<file path="src/rtl/apgm_pkg.sv">
// Package for the pointer-getter matcher: payload structs, opcode constants,
// status codes and the decoded-instruction record. No dependencies.
package apgm_pkg;

  typedef enum logic [1:0] {
    ST_FETCH  = 2'd0,
    ST_MATCH  = 2'd1,
    ST_REJECT = 2'd2,
    ST_IDLE   = 2'd3
  } status_t;

  typedef struct packed {
    logic        func;
    logic [63:0] entry_address;
    logic [31:0] instruction;
    logic [31:0] following_instruction;
  } in_item_t;

  typedef struct packed {
    logic [1:0]  status;
    logic [63:0] fetch_address;
    logic [63:0] found_address;
    logic        loaded_flag;
    logic        indirect_flag;
    logic        has_base_offset;
    logic [63:0] post_load_offset;
    logic        lazy_global_hit;
  } out_item_t;

  typedef enum logic [2:0] {
    K_START,
    K_B,
    K_ADR,
    K_ADDI,
    K_LDR,
    K_RET,
    K_NOP,
    K_BAD
  } kind_t;

  // Classified item passed from the front end to the execute stage.
  typedef struct packed {
    kind_t       kind;
    logic [63:0] entry;
    logic [4:0]  rd;
    logic [4:0]  rn;
    logic        page;
    logic [20:0] adr_imm;
    logic [25:0] b_imm;
    logic [23:0] addi_imm;
    logic [14:0] ldr_off;
    logic        nw_ok;
    logic        nw_is_ret;
  } dec_t;

  localparam logic [31:0] OP_B     = 32'h14000000;
  localparam logic [31:0] OP_ADRP  = 32'h90000000;
  localparam logic [31:0] OP_ADR   = 32'h10000000;
  localparam logic [31:0] OP_ADDI  = 32'h91000000;
  localparam logic [31:0] OP_LDR   = 32'hf9400000;
  localparam logic [31:0] OP_RET   = 32'hd65f03c0;
  localparam logic [31:0] OP_CBNZ  = 32'hb5000000;
  localparam logic [31:0] OP_STP   = 32'h290003e0;
  localparam logic [31:0] OP_FRAME = 32'h910003fd;
  localparam logic [31:0] OP_STR   = 32'hf80003e0;
  localparam logic [31:0] OP_BTI   = 32'hd503245f;
  localparam logic [31:0] OP_PACI  = 32'hd503233f;
  localparam logic [31:0] OP_PACIB = 32'hd503237f;
  localparam logic [31:0] OP_NOP   = 32'hd503201f;

endpackage

</file>
<file path="src/rtl/apgm_decode.sv">
// Front end: classifies each accepted item into a dec_t record and pushes it
// into a two-entry queue. Depends on apgm_pkg.
module apgm_decode import apgm_pkg::*; #(
  parameter int ADDR_BITS = 64
) (
  input  logic     clk,
  input  logic     rst,
  input  logic     in_valid,
  output logic     in_ready,
  input  in_item_t in_data,
  output logic     q_valid,
  input  logic     q_ready,
  output dec_t     q_data
);

  dec_t       d;
  logic [31:0] w, nw;
  dec_t       mem [2];
  logic       wp, rp;
  logic [1:0] cnt;
  logic       push, pop;

  always_comb begin
    w  = in_data.instruction;
    nw = in_data.following_instruction;
    d = '0;
    d.entry = '0;
    d.entry[ADDR_BITS-1:0] = in_data.entry_address[ADDR_BITS-1:0];
    d.rd = w[4:0];
    d.rn = w[9:5];
    d.page = w[31];
    d.adr_imm = {w[23:5], w[30:29]};
    d.b_imm = w[25:0];
    d.addi_imm = w[22] ? {w[21:10], 12'd0} : {12'd0, w[21:10]};
    d.ldr_off = {w[21:10], 3'd0};
    d.nw_ok = ((nw & 32'hff00001f) == OP_CBNZ) || (nw == OP_RET);
    d.nw_is_ret = nw == OP_RET;
    if (!in_data.func)
      d.kind = K_START;
    else if ((w & 32'hfc000000) == OP_B)
      d.kind = K_B;
    else if ((w & 32'h9f000000) == OP_ADRP || (w & 32'h9f000000) == OP_ADR)
      d.kind = K_ADR;
    else if ((w & 32'hff800000) == OP_ADDI)
      d.kind = K_ADDI;
    else if ((w & 32'hffc00000) == OP_LDR)
      d.kind = K_LDR;
    else if (w == OP_RET)
      d.kind = K_RET;
    else if (w == OP_BTI || w == OP_PACI || w == OP_PACIB || w == OP_NOP ||
             (w & 32'h3b4003e0) == OP_STP || (w & 32'hffe003e0) == OP_STR ||
             w == OP_FRAME)
      d.kind = K_NOP;
    else
      d.kind = K_BAD;
  end

  // RET with X0 unknown falls back to the generic reject in the back end.
  assign in_ready = cnt != 2'd2;
  assign push = in_valid && in_ready;
  assign pop  = q_valid && q_ready;
  assign q_valid = cnt != 2'd0;
  assign q_data  = mem[rp];

  always_ff @(posedge clk) begin
    if (push) mem[wp] <= d;
    if (rst) begin
      wp <= 1'b0;
      rp <= 1'b0;
      cnt <= 2'd0;
    end else begin
      if (push) wp <= ~wp;
      if (pop) rp <= ~rp;
      cnt <= cnt + {1'b0, push} - {1'b0, pop};
    end
  end

endmodule

</file>
<file path="config.mk">
export PLATFORM = sky130hd
export DESIGN_NAME = apgm_decode
export DESIGN_NICKNAME = d
export VERILOG_FILES = /design/src/rtl/apgm_pkg.sv /design/src/rtl/apgm_decode.sv
export SDC_FILE = /design/constraint.sdc
export NUM_CORES = 1
export LEC_CHECK = 0
export ABC_CLOCK_PERIOD_IN_PS = 16250
export BUFFER_PORTS_ARGS = -buffer_cell sky130_fd_sc_hd__clkbuf_2
export CAP_MARGIN = 20
export CORE_MARGIN = 10
export CORE_UTILIZATION = 35
export DETAILED_ROUTE_END_ITERATION = 7
export PLACE_DENSITY = 0.67
export REMOVE_ABC_BUFFERS = 1
export SLEW_MARGIN = 20
export SYNTH_ARGS = -nofsm -noshare
export SYNTH_HDL_FRONTEND = slang
export SYNTH_SLANG_ARGS = --single-unit
export TNS_END_PERCENT = 10
</file>
<file path="constraint.sdc">
create_clock -name clk -period 16.25 [get_ports clk]
set_input_delay 3.25 -clock clk [delete_from_list [all_inputs] [get_ports clk]]
set_output_delay 3.25 -clock clk [all_outputs]
set_load 0.03 [all_outputs]
</file>
==> summary.md <==
| Metric | Value |
|---|---|
| Mapped Avg Cell Area | between 15 and 20 µm² |
| Post-route clock skew | slightly above 0.006 ns |
| Clock Root Buffer | clkbuf_16 |
| FF-to-FF path depth | 3 |
| Clock Power Share | 27.5% |
| Share of cells above drive strength 1 | ~57% |
| Hold crit path type | reg -> reg |
| WS Path Type | reg -> out |
| Final ANT Viol Nets | 0 |
| Fin crit period | 6.22 ns |
| Max frequency | ~160 MHz |
| Core ar. | between 20,000 and 30,000 µm² |
| Total number of vias | 5,565 |
| Max FO, Critical Path | between 60 and 70 |
| Die area | about 35,000 µm² |
| Clk buf depth | 3 |
| FF+latch area | 7430 µm² |
| Internal power | ~1.4 mW |
| CTS tree | built |
| Min Hold Slack | between 0.5 and 0.6 ns |
| Post-CTS Setup Bufs | 0 |
| Slew headroom | a little under a third |
| Critical path endpoint category | output pin |
| Ys async rst share | 0% |
| RR Startpoint | cnt[0] |
| Psw | a little over 0.7 mW |
| Mapped Area | slightly below 10,000 µm² |
| Die width | 188 µm |
| RSZ-0062 raised after global routing | no |
| Initial Util | a little over a third |
| Critical R2R Capture | mem[1][17] |
| Total track usage | roughly 12% |
| DRT Pass-1 Iters | 4 |
| Routability cong. | ~0.72 |
| Vias per inst | between 4 and 5 |
| 1st-iter DRT viols | 310 |
| Largest net degree at the start of global routing | between 70 and 80 |
| Slew @ Worst Pin | roughly 1 ns |
| Max-cap violations | 0 |
| Total Nets Final | around 940 |
| First-pass GRT wire length | 34.8 mm |
| Die H | about 190 µm |
| Avg WL per Cell | approximately 19 µm |
| Worst Hold Launch | rp |
| Static Leak | about 4.7 nW |
| CTS Buf Count | 26 |
| Fin. max-slew vios | 0 |
| Fin crit share | about two fifths |
| Pwr/cell area | roughly 170 nW/µm² |
| Register area share after synthesis | roughly three quarters |
| Hold Vio Cnt, Final | 0 |
| Io pins | between 300 and 400 |
| Total gr overflow | 0 |
| Critical Path RT | around 13 ns |
| CTS resizes | 0 |
| Yosys top cell area share | between 70 and 80% |
| Status | complete, no violations |
| PnR worst setup slack | between 10 and 15 ns |
| Cell variety after synth | between 40 and 50 |
| Hpwl dp | between 15 and 20 mm |
| Placement Rows | 61 |
| Clk Latency, worst-skew pair | between 0.5 and 0.6 ns |
| CP arrival | around 3 ns |
| Synth Flop Type | edfxtp_1 |
| EDFF count, synth | ~240 |
| CTS H-tree lvls | 1 |
| Part of the power in registers | between 40% and 50% |
| Initial antenna violation count | 2 |
| P&R area growth vs syn | 24.9% |
| Setup TNS | 0 ns |
| CP Launch Type | flop |
| Synth Register Bits | between 200 and 250 |
| Top area cells in the synthesized netlist | edfxtp_1, mux2_2, buf_4, dfxtp_1, and2_1 |
| CTS clk-pin slew, worst paths | ~0.060 ns |
| Net Sw Frac | between 30% and 40% |
| Setup WS pre-CTS | approximately 10 ns |
| Clock sinks | between 200 and 250 |
| Hold Path Stages | 2 |
| Top cell type by total area after synthesis | edfxtp_1 |
| PortBufs | around 300 |
| Final count of negative-setup-slack endpoints | 0 |
| Cells after synthesis | 536 |
| Multi-input gate area | around 2100 µm² |
| Ys Warns | 0 |
| Comb power frac | between 30% and 40% |
| Flop2flop setup slack | ~14 ns |
| Power consumption | about 2.1 mW |
| Vias in the first global route | 6,135 |
| DR DRC count | 0 |
| Peak VDD IR | roughly 0.13 mV |
| Hold_buf cts | 0 |
| Hold path endpoint | rp |
| Filler cell count in the final layout | about 2,500 |
| Drt total wl | around 23 mm |
worst max-delay path: stages, from the launching register on:
cell and delay (ns):
dfxtp_4 0.88, buf_4 0.75, mux2_2 0.45, clkbuf_2 0.19
power groups by stage:
stage | sequential, mW | clock [mW] | combinational (mW)
finish | 0.856 | 0.577 | 0.666
global placement | 0.868 | 0 | 0.677
CTS | 0.859 | 0.600 | 0.683
global route | 0.867 | 0.626 | 0.709
floorplan | 0.885 | 0 | 0.464
detailed placement | 0.872 | 0 | 0.681
metrics by stage:
step / utilization (%) / instances / area [µm²]
after floorplan: - / 478 / 9520
after global placement: 41.4 / 1158 / 11500
after detailed placement: 41.4 / 1158 / 11500
after CTS: 44.4 / 1206 / 12400
after global routing: 44.4 / 1206 / 12400
final: 44.4 / 1207 / 12400
cell usage after synthesis, types with 5 or more instances:
library cell and instances:
mux2_2 122, nor2b_1 12, buf_4 44, nor2_1 9, nand4_1 8, edfxtp_1 244
nand4b_1 5, buf_2 8, and2_1 13, dfxtp_1 5, nor3_1 5
logic make-up after synthesis:
| logic type | synth area share (%) |
|---|---|
| compound gates | 0.442 |
| buf+inv | 4.15 |
| xor+xnor | 0.442 |
| mux | 13.9 |
| flops | 75.0 |
| other cells | 0.0378 |
| fa+ha+maj | 0.253 |
| simple gates | 5.85 |
area by class of cell:
cell class,instances,share of cell area (%)
Inverter,3,0.0910
Clock inverter,8,0.728
Multi-Input combinational cell,226,16.9
Antenna cell,1,0.0202
Sequential cell,249,60.0
Timing Repair Buffer,302,12.3
Clock buffer,40,6.10
Tap cell,378,3.82
worst max-delay path by stage:
stage	cells past startpoint	endpoint	slack, ns
after floorplan	2	mem[0][0]	7.22
after global placement	3	q_data[95]	10.49
after detailed placement	3	q_data[12]	10.49
after CTS	3	q_data[12]	9.92
after global routing	3	q_data[95]	9.85
final	3	q_data[42]	10.03
state kept, by name, summed over array words and instances (netlist names), named ones only:
signal,flops
wp,1
mem,244
rp,1
cnt,2
per-layer routing:
layer	wire length (µm)	part of all wire [%]	global-route usage, %	vias up
met2	11000	48	20.4	220
li1	-	-	-	2583
met1	9260	41	14.9	2719
met5	20	0.088	0	-
met3	1990	8.7	4.01	41
met4	476	2.1	3.20	2
cells in the final DEF (no fill, tap or decap), drive strengths merged, types with 3 or more instances in the layout:
cell | Yosys | routed
nor4 | 5 | 5
nor3 | 6 | 6
buf | 56 | 5
clkinv | 0 | 5
edfxtp | 244 | 244
nand2 | 3 | 3
mux2 | 122 | 122
nor2b | 12 | 12
nand4b | 5 | 5
and2 | 13 | 13
conb | 1 | 3
or4 | 3 | 3
xor2 | 3 | 3
clkbuf | 4 | 337
nor3b | 3 | 3
inv | 3 | 3
nand4 | 8 | 8
nand2b | 4 | 4
nor2 | 9 | 9
dfxtp | 5 | 5
nand3 | 4 | 4
(Power assumes the default switching activity.)
